$ cat src/hw/rtl/bms_pkg.sv
`default_nettype none

package bms_pkg;

   typedef enum logic [2:0] {
      MODE_INITIAL = 3'd0,
      MODE_STANDBY = 3'd1,
      MODE_CONFIRM = 3'd2,
      MODE_WORKING = 3'd3,
      MODE_HOLD    = 3'd4
   } mode_type;

   typedef enum logic [1:0] {
      EVENT_NONE     = 2'd0,
      EVENT_RELEASED = 2'd1,
      EVENT_PRESSED  = 2'd2
   } event_type;

   typedef enum logic [1:0] {
      CMD_NONE    = 2'd0,
      CMD_INITIAL = 2'd1,
      CMD_STANDBY = 2'd2,
      CMD_CONFIRM = 2'd3
   } cmd_type;

   typedef enum logic [2:0] {
      REG_DEBOUNCE    = 3'd0,
      REG_CONFIRM     = 3'd1,
      REG_HOLD        = 3'd2,
      REG_SLOW_PERIOD = 3'd3,
      REG_SLOW_ON     = 3'd4,
      REG_FAST_PERIOD = 3'd5,
      REG_FAST_ON     = 3'd6,
      REG_SPARE       = 3'd7
   } reg_index_type;

   localparam int CSR_ADDR_WIDTH = 5;

   localparam logic [7:0]  DEBOUNCE_RESET    = 8'd50;
   localparam logic [15:0] CONFIRM_RESET     = 16'd1000;
   localparam logic [15:0] HOLD_RESET        = 16'd3000;
   localparam logic [15:0] SLOW_PERIOD_RESET = 16'd3000;
   localparam logic [15:0] SLOW_ON_RESET     = 16'd2400;
   localparam logic [15:0] FAST_PERIOD_RESET = 16'd200;
   localparam logic [15:0] FAST_ON_RESET     = 16'd100;

   localparam logic [15:0] ELAPSED_MAX = 16'hFFFF;

endpackage

`default_nettype wire

$ cat src/hw/rtl/button_mode_sequencer_unit.sv
`default_nettype none

// Button mode sequencer: each request is one millisecond tick carrying the raw active-low
// button level (tdata bit 0) and a command (bits 2:1). Every request yields exactly one
// response with the LED drive, the mode after the tick and any press/release event. One
// request is accepted per clock; its response is registered in the single output register
// and holds there while rsp_tready is low, and req_tready stays high as long as that
// register is empty or being emptied in the same cycle. The debounce, sequencer and blink
// counters all update in the accepting cycle. The user must write registers over the APB
// port only while no request is in flight; the block itself does not enforce this.
module button_mode_sequencer_unit (
   input  wire logic                               clock,
   input  wire logic                               reset,
   input  wire logic                               req_tvalid,
   output      logic                               req_tready,
   input  wire logic [7:0]                         req_tdata,  // button_level, cmd, zero fill
   output      logic                               rsp_tvalid,
   input  wire logic                               rsp_tready,
   output      logic [7:0]                         rsp_tdata,  // led_on, mode_state,
                                                               // button_event, zero fill
   input  wire logic                               psel,
   input  wire logic                               penable,
   input  wire logic                               pwrite,
   input  wire logic [bms_pkg::CSR_ADDR_WIDTH-1:0] paddr,
   input  wire logic [31:0]                        pwdata,
   output      logic [31:0]                        prdata,
   output      logic                               pready
);

   logic [7:0]  debounce_ff;
   logic [15:0] confirm_ff;
   logic [15:0] hold_ff;
   logic [15:0] slow_period_ff;
   logic [15:0] slow_on_ff;
   logic [15:0] fast_period_ff;
   logic [15:0] fast_on_ff;

   bms_pkg::mode_type mode_ff, mode_in;
   logic [15:0] elapsed_ff, elapsed_in;
   logic [7:0]  timer_ff, timer_in;
   logic        prior_ff, prior_in;
   logic        stable_ff, stable_in;
   logic        reported_ff, reported_in;
   logic [15:0] slow_phase_ff, slow_phase_in;
   logic [15:0] fast_phase_ff, fast_phase_in;

   logic                rsp_valid_ff;
   logic                led_ff, led_in;
   bms_pkg::mode_type   mode_out_ff;
   bms_pkg::event_type  event_ff, event_in;

   logic                  accept;
   logic                  level;
   bms_pkg::cmd_type      cmd;
   bms_pkg::reg_index_type reg_index;
   logic [7:0]            timer_next;
   logic [15:0]           elapsed_inc;
   logic [16:0]           slow_next;
   logic [16:0]           fast_next;

   assign pready     = 1'b1;
   assign reg_index  = bms_pkg::reg_index_type'(paddr[4:2]);
   assign req_tready = !rsp_valid_ff || rsp_tready;
   assign accept     = req_tvalid && req_tready;
   assign level      = req_tdata[0];
   assign cmd        = bms_pkg::cmd_type'(req_tdata[2:1]);
   assign rsp_tvalid = rsp_valid_ff;
   assign rsp_tdata  = {2'b00, event_ff, mode_out_ff, led_ff};

   always_comb begin
      unique case (reg_index)
         bms_pkg::REG_DEBOUNCE:    prdata = {24'd0, debounce_ff};
         bms_pkg::REG_CONFIRM:     prdata = {16'd0, confirm_ff};
         bms_pkg::REG_HOLD:        prdata = {16'd0, hold_ff};
         bms_pkg::REG_SLOW_PERIOD: prdata = {16'd0, slow_period_ff};
         bms_pkg::REG_SLOW_ON:     prdata = {16'd0, slow_on_ff};
         bms_pkg::REG_FAST_PERIOD: prdata = {16'd0, fast_period_ff};
         bms_pkg::REG_FAST_ON:     prdata = {16'd0, fast_on_ff};
         default:                  prdata = 32'd0;
      endcase
   end

   always_ff @(posedge clock) begin
      if (reset) begin
         debounce_ff    <= bms_pkg::DEBOUNCE_RESET;
         confirm_ff     <= bms_pkg::CONFIRM_RESET;
         hold_ff        <= bms_pkg::HOLD_RESET;
         slow_period_ff <= bms_pkg::SLOW_PERIOD_RESET;
         slow_on_ff     <= bms_pkg::SLOW_ON_RESET;
         fast_period_ff <= bms_pkg::FAST_PERIOD_RESET;
         fast_on_ff     <= bms_pkg::FAST_ON_RESET;
      end else if (psel && penable && pwrite && pready) begin
         unique case (reg_index)
            bms_pkg::REG_DEBOUNCE:    debounce_ff    <= pwdata[7:0];
            bms_pkg::REG_CONFIRM:     confirm_ff     <= pwdata[15:0];
            bms_pkg::REG_HOLD:        hold_ff        <= pwdata[15:0];
            bms_pkg::REG_SLOW_PERIOD: slow_period_ff <= pwdata[15:0];
            bms_pkg::REG_SLOW_ON:     slow_on_ff     <= pwdata[15:0];
            bms_pkg::REG_FAST_PERIOD: fast_period_ff <= pwdata[15:0];
            bms_pkg::REG_FAST_ON:     fast_on_ff     <= pwdata[15:0];
            default: ;
         endcase
      end
   end

   always_comb begin
      timer_next  = timer_ff + 8'd1;
      timer_in    = timer_next;
      prior_in    = prior_ff;
      stable_in   = stable_ff;
      reported_in = reported_ff;
      event_in    = bms_pkg::EVENT_NONE;

      // sample the pin once per debounce period
      if (timer_next >= debounce_ff) begin
         timer_in = 8'd0;
         if (level == prior_ff) begin
            stable_in = level;
         end
         prior_in = level;
      end

      if (stable_in != reported_ff) begin
         event_in    = stable_in ? bms_pkg::EVENT_RELEASED : bms_pkg::EVENT_PRESSED;
         reported_in = stable_in;
      end

      elapsed_inc = (elapsed_ff == bms_pkg::ELAPSED_MAX) ? elapsed_ff : elapsed_ff + 16'd1;
      elapsed_in  = elapsed_inc;
      mode_in     = mode_ff;

      unique case (mode_ff)
         bms_pkg::MODE_INITIAL: begin
            mode_in    = bms_pkg::MODE_STANDBY;
            elapsed_in = 16'd0;
         end
         bms_pkg::MODE_STANDBY: begin
            if (event_in == bms_pkg::EVENT_PRESSED) begin
               mode_in    = bms_pkg::MODE_CONFIRM;
               elapsed_in = 16'd0;
            end
         end
         bms_pkg::MODE_CONFIRM: begin
            if (elapsed_inc > confirm_ff) begin
               mode_in    = bms_pkg::MODE_WORKING;
               elapsed_in = 16'd0;
            end
         end
         bms_pkg::MODE_WORKING: begin
            if (event_in == bms_pkg::EVENT_PRESSED) begin
               mode_in    = bms_pkg::MODE_HOLD;
               elapsed_in = 16'd0;
            end
         end
         bms_pkg::MODE_HOLD: begin
            if (event_in == bms_pkg::EVENT_RELEASED) begin
               mode_in    = bms_pkg::MODE_WORKING;
               elapsed_in = 16'd0;
            end else if (elapsed_inc > hold_ff) begin
               mode_in    = bms_pkg::MODE_STANDBY;
               elapsed_in = 16'd0;
            end
         end
         default: begin
            mode_in    = bms_pkg::MODE_INITIAL;
            elapsed_in = 16'd0;
         end
      endcase

      // command overrides the sequencer
      unique case (cmd)
         bms_pkg::CMD_INITIAL: begin
            mode_in    = bms_pkg::MODE_INITIAL;
            elapsed_in = 16'd0;
         end
         bms_pkg::CMD_STANDBY: begin
            mode_in    = bms_pkg::MODE_STANDBY;
            elapsed_in = 16'd0;
         end
         bms_pkg::CMD_CONFIRM: begin
            mode_in    = bms_pkg::MODE_CONFIRM;
            elapsed_in = 16'd0;
         end
         default: ;
      endcase

      slow_next     = {1'b0, slow_phase_ff} + 17'd1;
      fast_next     = {1'b0, fast_phase_ff} + 17'd1;
      slow_phase_in = (slow_next >= {1'b0, slow_period_ff}) ? 16'd0 : slow_next[15:0];
      fast_phase_in = (fast_next >= {1'b0, fast_period_ff}) ? 16'd0 : fast_next[15:0];

      unique case (mode_in)
         bms_pkg::MODE_STANDBY: led_in = slow_phase_in > slow_on_ff;
         bms_pkg::MODE_CONFIRM,
         bms_pkg::MODE_HOLD:    led_in = fast_phase_in > fast_on_ff;
         bms_pkg::MODE_WORKING: led_in = 1'b1;
         default:               led_in = 1'b0;
      endcase
   end

   always_ff @(posedge clock) begin
      if (reset) begin
         mode_ff       <= bms_pkg::MODE_INITIAL;
         elapsed_ff    <= 16'd0;
         timer_ff      <= 8'd0;
         prior_ff      <= 1'b1;
         stable_ff     <= 1'b1;
         reported_ff   <= 1'b1;
         slow_phase_ff <= 16'd0;
         fast_phase_ff <= 16'd0;
         rsp_valid_ff  <= 1'b0;
      end else begin
         if (accept) begin
            mode_ff       <= mode_in;
            elapsed_ff    <= elapsed_in;
            timer_ff      <= timer_in;
            prior_ff      <= prior_in;
            stable_ff     <= stable_in;
            reported_ff   <= reported_in;
            slow_phase_ff <= slow_phase_in;
            fast_phase_ff <= fast_phase_in;
            rsp_valid_ff  <= 1'b1;
         end else if (rsp_tready) begin
            rsp_valid_ff  <= 1'b0;
         end
      end
   end

   always_ff @(posedge clock) begin
      if (accept) begin
         led_ff      <= led_in;
         mode_out_ff <= mode_in;
         event_ff    <= event_in;
      end
   end

endmodule

`default_nettype wire
$ cat config.mk
export PLATFORM = sky130hd
export DESIGN_NAME = button_mode_sequencer_unit
export DESIGN_NICKNAME = d
export VERILOG_FILES = /design/src/hw/rtl/bms_pkg.sv /design/src/hw/rtl/button_mode_sequencer_unit.sv
export SDC_FILE = /design/constraint.sdc
export NUM_CORES = 1
export LEC_CHECK = 0
export BUFFER_PORTS_ARGS = -buffer_cell sky130_fd_sc_hd__buf_2
export CAP_MARGIN = 40
export CORE_MARGIN = 8
export CORE_UTILIZATION = 55
export DETAILED_ROUTE_END_ITERATION = 10
export PLACE_DENSITY = 0.74
export SLEW_MARGIN = 20
export SYNTH_ARGS = -nofsm -noshare
export SYNTH_HDL_FRONTEND = slang
export SYNTH_SLANG_ARGS = --single-unit
$ cat constraint.sdc
create_clock -name clock -period 4.6 [get_ports clock]
set_input_delay 0.46 -clock clock [delete_from_list [all_inputs] [get_ports clock]]
set_output_delay 0.46 -clock clock [all_outputs]
set_load 0.02 [all_outputs]
# ---- After elaboration in Yosys (flattened, before gate mapping)
# Cells that the tools add are included.
dict set report word_totals {
  register_bits 173
  latch_bits 0
  ram_bits 0
  mem_bits_ro 0
  inputBits 52
  wordCells 97
  memories 0
}
dict set report op_classes {
  addsub 4
  multipliers 0
  n_div 0
  order_cmp 7
  n_eq_ne 22
  shift 0
  muxes 25
  bitwise 0
  reduce_logical 20
}
# cell n
set ops {}
lappend ops {{$mux W16} 8}
lappend ops {{$pmux W16 S7} 1}
lappend ops {{$gt A16 B16 Y1} 4}
lappend ops {{$pmux W16 S3} 1}
lappend ops {{$add A16 B1 Y17 const B} 2}
lappend ops {{$ge A17 B16 Y1} 2}
lappend ops {{$eq A3 B2 Y1 const B} 6}
lappend ops {{$reduce_and A2 Y1} 9}
lappend ops {{$add A16 B1 Y16 const B} 1}
lappend ops {{$eq A16 B16 Y1 const B} 1}
lappend ops {{$eq A3 B3 Y1 const B} 5}
lappend ops {{$mux W3} 5}
lappend ops {{$pmux W3 S5} 1}
lappend ops {{$eq A3 B1 Y1 const B} 3}
lappend ops {{$pmux W3 S3} 1}
lappend ops {{$add A8 B1 Y8 const B} 1}
lappend ops {{$ge A8 B8 Y1} 1}
lappend ops {{$mux W8} 1}
lappend ops {{$eq A2 B2 Y1 const B} 3}
lappend ops {{$logic_not A3 Y1} 2}
lappend ops {{$eq A2 B1 Y1 const B} 2}
lappend ops {{$mux W1} 4}
lappend ops {{$mux W2} 2}
lappend ops {{$reduce_or A2 Y1} 2}
lappend ops {{8 further kinds} 10}

# ---- Logic depth before layout (Yosys ltp)
# Gate-level depths: netlist (run 1).
dict set report depth {
  word_depth 12
  depth_mapped 22
  ltp_nobuf 22
}

# ---- Worst setup path after synthesis (run 1)
# No wires, ideal clock.
dict set report synth_timing {
  path_type {reg2reg}
  start {register slow_phase_ff[0]}
  end {register led_ff (data pin)}
  arrival_time_ns 4.021
  required_ns 4.331
  slack_ns 0.309
  stages_incl_launch_ff 20
  period_less_slack_ns 4.291
  cell_sequence {dfxtp_1 -> ha_1 -> and4_1 -> and4_1 -> and3_1 -> xor2_1 -> ha_1 -> nand4_1 -> o41ai_4 -> nand2_2 -> buf_2 -> and3_1 -> ha_1 -> and3_1 -> nand4_1 -> a211oi_1 -> a211oi_1 -> o211ai_1 -> o31ai_1 -> a32oi_1}
}
dict set report synth_between {
  elab_chain_len 5
}
# element line_no
set synth_lines {}
lappend synth_lines {{start, declared} button_mode_sequencer_unit.sv:44} ;# logic [15:0] slow_phase_ff, slow_phase_in;
lappend synth_lines {{start signal, assigned} button_mode_sequencer_unit.sv:220} ;# slow_phase_ff <= slow_phase_in;
lappend synth_lines {{$add A16 B1 Y17 (*)} button_mode_sequencer_unit.sv:187} ;# slow_next = {1'b0, slow_phase_ff} + 17'd1;
lappend synth_lines {{$ge A17 B16 Y1} button_mode_sequencer_unit.sv:189} ;# slow_phase_in = (slow_next >= {1'b0, slow_period_ff}) ? 16'd0 : slow_next[15:0];
lappend synth_lines {{$mux W16 (*)} button_mode_sequencer_unit.sv:189}
lappend synth_lines {{via slow_phase_in[11]} button_mode_sequencer_unit.sv:44}
lappend synth_lines {{$gt A16 B16 Y1 (*)} button_mode_sequencer_unit.sv:193} ;# bms_pkg::MODE_STANDBY: led_in = slow_phase_in > slow_on_ff;
lappend synth_lines {{$pmux W1 S3 (*)} button_mode_sequencer_unit.sv:192} ;# unique case (mode_in)
lappend synth_lines {{via led_in} button_mode_sequencer_unit.sv:48} ;# logic led_ff, led_in;
lappend synth_lines {{end signal, assigned} button_mode_sequencer_unit.sv:231} ;# led_ff <= led_in;
lappend synth_lines {{end, declared} button_mode_sequencer_unit.sv:48}
# Mark *: on every way through the listed nets, which the timed path passes. The rest lies on a longest branch.
# A chain may end at the register's enable or synchronous reset.

# ---- Worst setup path in the final report (run 1)
# Ends and elaborated chain as after synthesis.

==> results of run 1 <==
-- cells in the mapped netlist (10+ instances only) --
master    instances
inv_1           124
a221oi_1         13
nor2_1           75
nor3_1           25
a21oi_1         126
buf_4            21
mux2i_1          15
a21o_1           18
dfxtp_1         167
nand4_1          15
nand3_1          54
nor2b_1          10
xor2_1           23
xnor2_1          18
o211ai_1         38
clkbuf_1         49
ha_1            110
nand2_1         261
and3_1           25
a31oi_1          12
and2_1           12
nand2b_1         12
o21ai_0          56
a22o_1           19
-- cell type report --
cell class              instances  area share [%]
clock inverters                13            1.22
multi-input cells            1070            55.0
clock buffers                  19            3.42
inverters                     125            3.71
flip-flops and latches        173            27.9
well taps                     270            2.67
repair buffers                117            6.05
diodes                          1          0.0198
-- registers in the layout (all words and copies together) (netlist names), 3 cells and up --
| signal | cells |
|---|---|
| slow_period_ff | 16 |
| elapsed_ff | 16 |
| slow_on_ff | 16 |
| debounce_ff | 8 |
| confirm_ff | 16 |
| fast_phase_ff | 16 |
| timer_ff | 8 |
| slow_phase_ff | 16 |
| hold_ff | 16 |
| mode_ff | 3 |
| mode_out_ff | 3 |
| fast_period_ff | 16 |
| fast_on_ff | 16 |
-- per-layer routing --
metal | part of all wire, % | GRT usage [%] | wire length (µm)
met1 | 44 | 34.6 | 14800
met2 | 44 | 40.8 | 14900
met3 | 8.1 | 5.14 | 2720
met4 | 3.6 | 11.0 | 1220
met5 | 0.039 | 0 | 13
-- power by group through the flow --
stage | clock network [mW] | registers [mW] | logic [mW]
2_1_floorplan | 0 | 1.58 | 0.211
3_3_place_gp | 0 | 1.57 | 0.320
3_5_place_dp | 0 | 1.58 | 0.329
4_1_cts | 1.51 | 1.54 | 0.330
5_1_grt | 1.57 | 1.54 | 0.365
6_report | 1.49 | 1.54 | 0.337
-- final timing paths --
kind                                        to  slack (ns)
worst max-delay path                    led_ff        0.12
worst min-delay path                rsp_tvalid        0.27
worst max register to register          led_ff        0.12
worst min register to register  confirm_ff[12]        0.45
-- critical path: cells and delay by family (launching register included) --
kind | cells | cell delay [ns]
compound gates | 6 | 1.18
fa+ha+maj | 3 | 0.79
flops | 1 | 0.32
xor+xnor | 1 | 0.16
simple gates | 8 | 1.53
buf+inv | 2 | 0.33
-- cells by family after synthesis --
logic type | synth area share [%]
AOI/OAI and AO/OA | 20.1
buffers and inverters | 7.68
muxes | 2.81
xor gates and xnor gates | 3.20
DFF | 31.4
and+or+nand+nor | 22.4
other | 0.0670
adders and majority gates | 12.3
-- cell usage in the layout (no fill, tap or decap), types with 5 or more instances in the layout --
master and instances:
xnor2_1 18, nor2_1 72, mux2i_1 15, nand2b_1 12, a22o_1 19, o211ai_1 38, ha_1 110, or2_2 6
nor2b_1 10, buf_4 63, a211oi_1 6, clkbuf_16 17, nand2_1 258, and3_1 25, xor2_1 23, nand3b_1 6
edfxtp_1 6, a21o_1 18, buf_2 52, a221oi_1 12, o21ai_0 55, dfxtp_1 164, a31oi_1 12, inv_1 124
conb_1 19, inv_6 5, a21oi_1 125, and4_1 8, a32oi_1 5, and2_1 12, nand4_1 15, nor3_1 22
a21oi_2 5, nand3_1 54
-- what timing repair did --
item                                    4_1_cts  5_1_grt
endpoints found under the setup margin        1        1
pin swaps                                     0       14
hold endpoints to repair                      0        0
resized for setup                             1       17
setup buffers                                 0        4
cloned                                        0        0
-- through the flow --
stage | cell area, µm² | util (%) | hold WS, ns
6_report | 12600 | 62.9 | 0.265
5_1_grt | 12600 | 62.9 | 0.278
4_1_cts | 12600 | 62.5 | 0.261
3_3_place_gp | 11900 | 59.3 | 0.442
3_5_place_dp | 12000 | 59.5 | 0.447
2_1_floorplan | 11300 | - | 0.436
==> key figures, run 1 <==
Run status
  – Status: finished, final reports clean

STA
  – Slew @ Worst Pin: 0.784 ns
  – Count of final hold-check violations: 0
  – Fmax: 0.223 GHz
  – Setup ws final: 0.124 ns
  – Post-Route Setup TNS: 0 ns
  – Final min period: 4.48 ns
  – Max-slew violations: 0
  – Setup violators final: 0
  – Relative slew slack: 47.8%
  – Setup Skew: 0.0129 ns
  – Crit share post-route: 97.3%

Power
  – P_sw: 0.924 mW
  – Final Power: 3.37 mW
  – VDD IR-drop max: 0.248 mV
  – Clock Power Share: 44.3%
  – Sw frac: 27.4%
  – Combinational Power Share: 10.0%
  – Share of power burned in registers: 45.7%
  – PwrDens: 267 nW/µm²
  – Leakage: 5.61 nW
  – Internal: 2.45 mW

Hold path
  – Hold Crit Start: req_tvalid
  – Hold Path Depth: 3
  – Min-delay worst type: in2reg

Synth
  – Synth top area share: 29.8%
  – Dominant cell type by area after synthesis: dfxtp_1
  – Dominant synthesized flop cell: dfxtp_1
  – Cell Area, Synth: 11200 µm²
  – EDFF count, synth: 6
  – Flops & latches, synth: 173
  – Sequential area share after synthesis: 31.4%
  – Mean Syn Cell Area: 7.83 µm²
  – Ys async rst share: 0%
  – Top cells by area, synth: dfxtp_1, ha_1, nand2_1
  – Yosys warns: 0
  – Syn Inst Count: 1431
  – Synth cell types: 84

Final layout
  – Register area: 3530 µm²
  – Area taken by multi-input logic gates: 6960 µm²
  – Filler cells: 1782
  – Fraction of layout cells with a size suffix above 1: 13.8%
  – Post-Layout Cell Count: 1788
  – Nets: 1666
  – Layout area overhead: 12.8%

Clock tree
  – Cts hold-fix bufs: 0
  – H-Tree Depth: 4
  – Clock-pin slew on the worst setup and hold paths: 0.08 ns
  – Root buffer cell: clkbuf_16
  – Skew-Pair Late Insertion Delay: 0.44 ns
  – CTS buffer count: 17
  – Clk sinks: 173
  – Clock tree buffer depth: 2
  – CTS tree: done

Placement
  – Gpl congestion: 0.948
  – HPWL after DPL: 25200 µm
  – # port buffers: 52
  – Inst Count DP: 1751
  – Pre-CTS setup slack: 0.00514 ns

Floorplan
  – Die Width: 159 µm
  – Starting density of the core: 55.7%
  – Die Footprint: 25200 µm²
  – Rows: 52
  – Core area: 20100 µm²
  – I/O pins: 95
  – Die height: 159 µm

Critical path
  – CP cell instances: ha_1 -> and4_1 -> and4_1 -> and3_1 -> xor2_1 -> ha_1 -> nand4_1 -> o41ai_4 -> nand2_2 -> buf_4 -> and3_1 -> ha_1 -> and3_1 -> nand4_1 -> a211oi_2 -> a211oi_2 -> o211ai_1 -> o31ai_2 -> buf_4 -> a32oi_1
  – CP arrival: 4.76 ns
  – Required @ worst endpoint: 4.89 ns
  – CP max-delay cell: o41ai_4
  – Reg2reg path depth: 20
  – Crit path launch type: flip-flop
  – Worst flop-to-flop path startpoint: slow_phase_ff[0]
  – CP Max Fanout: 4
  – Critical Path Source: slow_phase_ff[0]
  – CP max stage delay: 0.37 ns
  – WS Path Type: reg2reg
  – Critical Path End Type: flip-flop

Drt
  – Vias per inst: 5.94
  – First-pass detailed-route iteration total: 6
  – Via count: 10600
  – Detailed Route WL: 33700 µm
  – Drt drc: 0
  – Initial drt markers: 1101
  – Wire per inst: 18.8 µm
  – Post-DRT Antenna Nets: 0

GRT
  – Global-route wire length before repair: 53300 µm
  – Vias in the first global route: 9992
  – Antenna violations before repair: 2
  – Tot GR Track Use: 26.1%
  – Gr ovfl total: 0
  – Largest net degree at the start of global routing: 46

Run
  – Max Cap Violations: 0
Note: power is estimated with default switching activity, not from simulation.
==> run 2, diff against run 1 <==
PLACE_DENSITY = 0.71   (was 0.74)
==> run 2 against run 1 <==
Against the previous run: clock-buffer cell count is 2 lower; worst setup slack worse by 0.055 ns; maximum frequency is 1.2% lower; core utilization is 0.30 points lower; routed wire length is 0.44% higher; clock power hardly changed; clock skew is 0.00081 ns higher; die area stayed put; register-to-register slack worse by 0.05 ns; critical path type unchanged; largest power group unchanged.
==> key figures, run 2 (synthesis results as in run 1) <==
Critical path
  – Required @ worst endpoint: 4.78 ns
  – Worst r2r dst: led_ff
  – Critical Path Source: fast_phase_ff[1]
  – CP Max Fanout: 5
  – Reg2reg path depth: 23
  – Reg2reg setup slack: 0.07 ns
  – WS Path Type: reg2reg
  – CP arrival: 4.71 ns
  – Buf/Inv on CP: 4
  – Stages on worst setup path: 23
  – CP max stage delay: 0.39 ns
  – Crit path launch type: flip-flop
  – Worst flop-to-flop path startpoint: fast_phase_ff[1]
  – Critical Path End Type: flip-flop
  – CP cell instances: ha_1 -> nand4_1 -> nor3_2 -> buf_4 -> nand3_1 -> xor2_1 -> inv_1 -> ha_1 -> and4_1 -> nand4_1 -> nor2_1 -> a2bb2oi_4 -> buf_4 -> and3_1 -> ha_1 -> nor2b_1 -> o21ai_0 -> a21oi_1 -> a2111oi_1 -> o31ai_1 -> buf_4 -> o311ai_1 -> a32oi_1
  – Crit path max-delay family: simple AND/OR/NAND/NOR gates
  – CP max-delay cell: a2111oi_1
  – Critical Path Sink: led_ff

Drt
  – Post-DRT Antenna Nets: 0
  – Detailed Route WL: 33800 µm
  – Wire per inst: 19.0 µm
  – First-pass detailed-route iteration total: 5
  – Via count: 10500
  – Vias per inst: 5.91
  – Drt drc: 0
  – Initial drt markers: 915

Floorplan
  – Rows: 52
  – Starting density of the core: 55.7%
  – Die Width: 159 µm
  – Core area: 20100 µm²
  – I/O pins: 95
  – Die Footprint: 25200 µm²
  – Die height: 159 µm

Power
  – VDD IR-drop max: 0.252 mV
  – Final Power: 3.36 mW
  – PwrDens: 267 nW/µm²
  – Leakage: 5.59 nW

Final layout
  – Commonest non-fill, non-tap cell in the layout: nand2_1
  – Filler cells: 1739
  – Most frequent cells in the layout: nand2_1, dfxtp_1, a21oi_1
  – Layout area overhead: 12.3%
  – Fraction of layout cells with a size suffix above 1: 13.4%
  – Post-Layout Cell Count: 1784
  – Nets: 1661
  – Util after Layout: 62.6%

Clock tree
  – Clk sinks: 173
  – CTS buffer count: 17
  – Skew-Pair Late Insertion Delay: 0.44 ns
  – Root buffer cell: clkbuf_16
  – Clock tree buffer depth: 2
  – Clock-pin slew on the worst setup and hold paths: 0.07 ns
  – H-Tree Depth: 4
  – CTS tree: done

Run status
  – Status: finished, final reports clean

Run
  – Max Cap Violations: 0

STA
  – Crit share post-route: 98.5%
  – Max-slew violations: 0
  – Setup ws final: 0.0686 ns
  – Setup violators final: 0
  – RSZ-0062 raised after global routing: true
  – Fmax: 0.221 GHz
  – Post-Route Setup TNS: 0 ns
  – Count of final hold-check violations: 0
  – Setup Skew: 0.0137 ns
  – Relative slew slack: 43.0%
  – Slew @ Worst Pin: 0.856 ns
  – Final min period: 4.53 ns

GRT
  – Vias in the first global route: 9996
  – Largest net degree at the start of global routing: 42
  – Gr ovfl total: 0
  – Tot GR Track Use: 26.2%
  – Antenna violations before repair: 1
  – Global-route wire length before repair: 53400 µm

Placement
  – # port buffers: 52
  – HPWL after DPL: 25500 µm
  – Inst Count DP: 1750
  – Gpl congestion: 0.941
  – Pre-CTS setup slack: 0.0988 ns

Hold path
  – Min-delay worst type: in2reg
[run 2: cell count changes in the layout (fill, tap and decap cells not counted), sizes merged]
cell,change
clkbuf,-2
clkinv,+2
buf,-5
inv,+1
diode,+1
bufinv,-1
[run 2: layout make-up]
class / count / area (µm²) / share of cell area (%)
Multi-Input combinational cell: 1070 / 6940 / 55.1
Sequential cell: 173 / 3530 / 28.0
Timing Repair Buffer: 112 / 714 / 5.68
Inverter: 125 / 469 / 3.73
Clock buffer: 17 / 425 / 3.38
Tap cell: 270 / 338 / 2.68
Clock inverter: 15 / 168 / 1.33
Antenna cell: 2 / 5.00 / 0.0398
[run 2: worst min-delay path by stage]
stage / from / end / cells after the start
finish: req_tvalid / rsp_tvalid / 3
detailed placement: confirm_ff[10] / confirm_ff[10] / 2
CTS: req_tvalid / rsp_tvalid / 3
global route: req_tvalid / rsp_tvalid / 3
floorplan: confirm_ff[10] / confirm_ff[10] / 2
global placement: confirm_ff[10] / confirm_ff[10] / 2
[run 2: where the power goes]
| part | internal (mW) | total [mW] | switching, mW |
|---|---|---|---|
| Sequential | 1.53 | 1.54 | 0.0164 |
| Combinational | 0.103 | 0.338 | 0.235 |
| Clock | 0.777 | 1.48 | 0.699 |
| Total | 2.40 | 3.36 | 0.951 |
[run 2: what timing repair did]
item,4_1_cts,5_1_grt
hold buffers,0,0
setup endpoints to repair,0,11
resized for setup,0,13
setup buffers,0,0
[run 2: metal layers]
metal	vias up	routed length (µm)	track usage, %
met5	-	0	0
met4	0	1320	11.6
met3	86	2520	5.51
met2	414	15200	41.7
met1	4932	14800	33.7
li1	5115	-	-
[run 2: worst min-delay path, cell delays in order]
cell     delay [ns]
buf_2          0.10
inv_1          0.04
a21oi_1        0.05
[run 2: through the flow]
step,cell area [µm²],hold WS [ns]
after floorplan,11300,0.436
after global routing,12600,0.275
after detailed placement,11900,0.446
after CTS,12500,0.254
final,12600,0.266
after global placement,11900,0.442
==> run 3, diff against run 2 <==
CORE_UTILIZATION = 61   (was 55)
PLACE_DENSITY = 0.78   (was 0.71)
==> run 3 against run 2 <==
Against the previous run: non-clock buffer count rose by 10; design area rose by 0.48%; flip-flop and latch count did not move; largest cell class unchanged; critical endpoint unchanged.
==> key figures, run 3 (synthesis results as in run 1) <==
Run status
  – Status: finished, final reports clean

Final layout
  – Nets: 1671
  – Final instance area: 12600 µm²
  – Util after Layout: 70.1%
  – Antenna Diode Count: 0
  – Post-Layout Cell Count: 1751
  – Most frequent cells in the layout: nand2_1, dfxtp_1, a21oi_1, inv_1, ha_1
  – Filler cells: 1509
  – Fraction of layout cells with a size suffix above 1: 14.6%
  – Commonest non-fill, non-tap cell in the layout: nand2_1
  – Layout area overhead: 12.8%

Floorplan
  – I/O pins: 95
  – Die height: 152 µm
  – Die Footprint: 23000 µm²
  – Rows: 49
  – Die Width: 152 µm
  – Core area: 18000 µm²
  – Starting density of the core: 62.2%

Critical path
  – CP arrival: 4.67 ns
  – WS Path Type: reg2reg
  – Critical Path End Type: flip-flop
  – CP Max Fanout: 4
  – Required @ worst endpoint: 4.80 ns
  – Crit path launch type: flip-flop

Clock tree
  – CTS tree: done
  – Clock tree buffer depth: 2
  – Clk sinks: 173
  – Skew-Pair Late Insertion Delay: 0.45 ns
  – Clock-pin slew on the worst setup and hold paths: 0.08 ns
  – Root buffer cell: clkbuf_16
  – CTS buffer count: 17
  – H-Tree Depth: 4

STA
  – Slew @ Worst Pin: 0.862 ns
  – Final min period: 4.47 ns
  – Count of final hold-check violations: 0
  – Post-Route Setup TNS: 0 ns
  – Setup violators final: 0
  – Crit share post-route: 97.3%
  – Setup Skew: 0.00896 ns
  – Hold Slack: 0.257 ns
  – Max-slew violations: 0
  – Fmax: 0.223 GHz
  – Relative slew slack: 42.5%

Placement
  – Gpl congestion: 0.959
  – # port buffers: 52
  – Inst Count DP: 1711
  – Placed cell area: 11900 µm²
  – HPWL after DPL: 25000 µm

Power
  – Leakage: 5.64 nW
  – VDD IR-drop max: 0.278 mV
  – PwrDens: 263 nW/µm²

Drt
  – Via count: 10800
  – Vias per inst: 6.16
  – Wire per inst: 19.4 µm
  – First-pass detailed-route iteration total: 6
  – Detailed Route WL: 34000 µm
  – Drt drc: 0
  – Post-DRT Antenna Nets: 0
  – Initial drt markers: 1131

GRT
  – Tot GR Track Use: 29.4%
  – Gr ovfl total: 0
  – Largest net degree at the start of global routing: 75
  – Antenna violations before repair: 0
  – Global-route wire length before repair: 52400 µm
  – Vias in the first global route: 9972

Run
  – Max Cap Violations: 0

Hold path
  – Min-delay worst type: in2reg
-- run 3: layout make-up --
cell class / instances / area [µm²] / area share (%)
Timing Repair Buffer: 122 / 786 / 6.21
Tap cell: 229 / 287 / 2.27
Clock buffer: 17 / 425 / 3.36
Sequential cell: 173 / 3530 / 27.9
Inverter: 125 / 469 / 3.71
Multi-Input combinational cell: 1070 / 7000 / 55.4
Clock inverter: 15 / 143 / 1.13
-- run 3: metal layers --
| layer | part of all wire [%] | track usage [%] | up-vias | routed length, µm |
|---|---|---|---|---|
| li1 | - | - | 5130 | - |
| met1 | 41 | 38.3 | 5021 | 14000 |
| met2 | 45 | 45.2 | 525 | 15100 |
| met3 | 9.1 | 5.46 | 112 | 3090 |
| met4 | 5.1 | 16.4 | 0 | 1720 |
| met5 | 0 | 0 | - | 0 |
-- run 3: worst max-delay path: stages (launching register included) --
cell	delay, ns
dfxtp_4	0.38
ha_4	0.13
nand4_1	0.14
nor3_2	0.22
buf_4	0.16
xnor2_1	0.13
inv_1	0.07
ha_1	0.29
a21o_1	0.16
a211oi_1	0.24
o21ai_1	0.14
a21oi_2	0.20
nand2_2	0.09
nor2b_1	0.13
ha_1	0.25
a21o_1	0.16
a21o_1	0.17
a221o_1	0.34
a221oi_2	0.41
o31ai_4	0.18
o311ai_1	0.11
a32oi_1	0.10
-- run 3: per-stage QoR --
stage | power, mW | setup slack, ns
final | 3.32 | 0.126
after global routing | 3.41 | -0.0429
after CTS | 3.30 | 0.00785
after detailed placement | 1.90 | 0.0681
after global placement | 1.89 | 0.208
after floorplan | 1.79 | 0.309
-- run 3: timing repair --
action                                  CTS  global route
hold buffers                              0             0
hold endpoints to repair                  0             0
endpoints found under the setup margin    0             1
buffers inserted                          0             8
resized for setup                         0            28
-- run 3: worst paths after layout --
| path | startpoint | endpoint | slack, ns | depth (start not counted) |
|---|---|---|---|---|
| max reg2reg | fast_phase_ff[0] | led_ff | 0.13 | 21 |
| min reg2reg | slow_on_ff[4] | slow_on_ff[4] | 0.45 | 2 |
| max | fast_phase_ff[0] | led_ff | 0.13 | 21 |
| min | req_tvalid | rsp_tvalid | 0.26 | 3 |
-- run 3: power by group --
| part | internal (mW) | switching (mW) |
|---|---|---|
| clock network | 0.722 | 0.717 |
| registers | 1.53 | 0.0161 |
| logic | 0.106 | 0.238 |
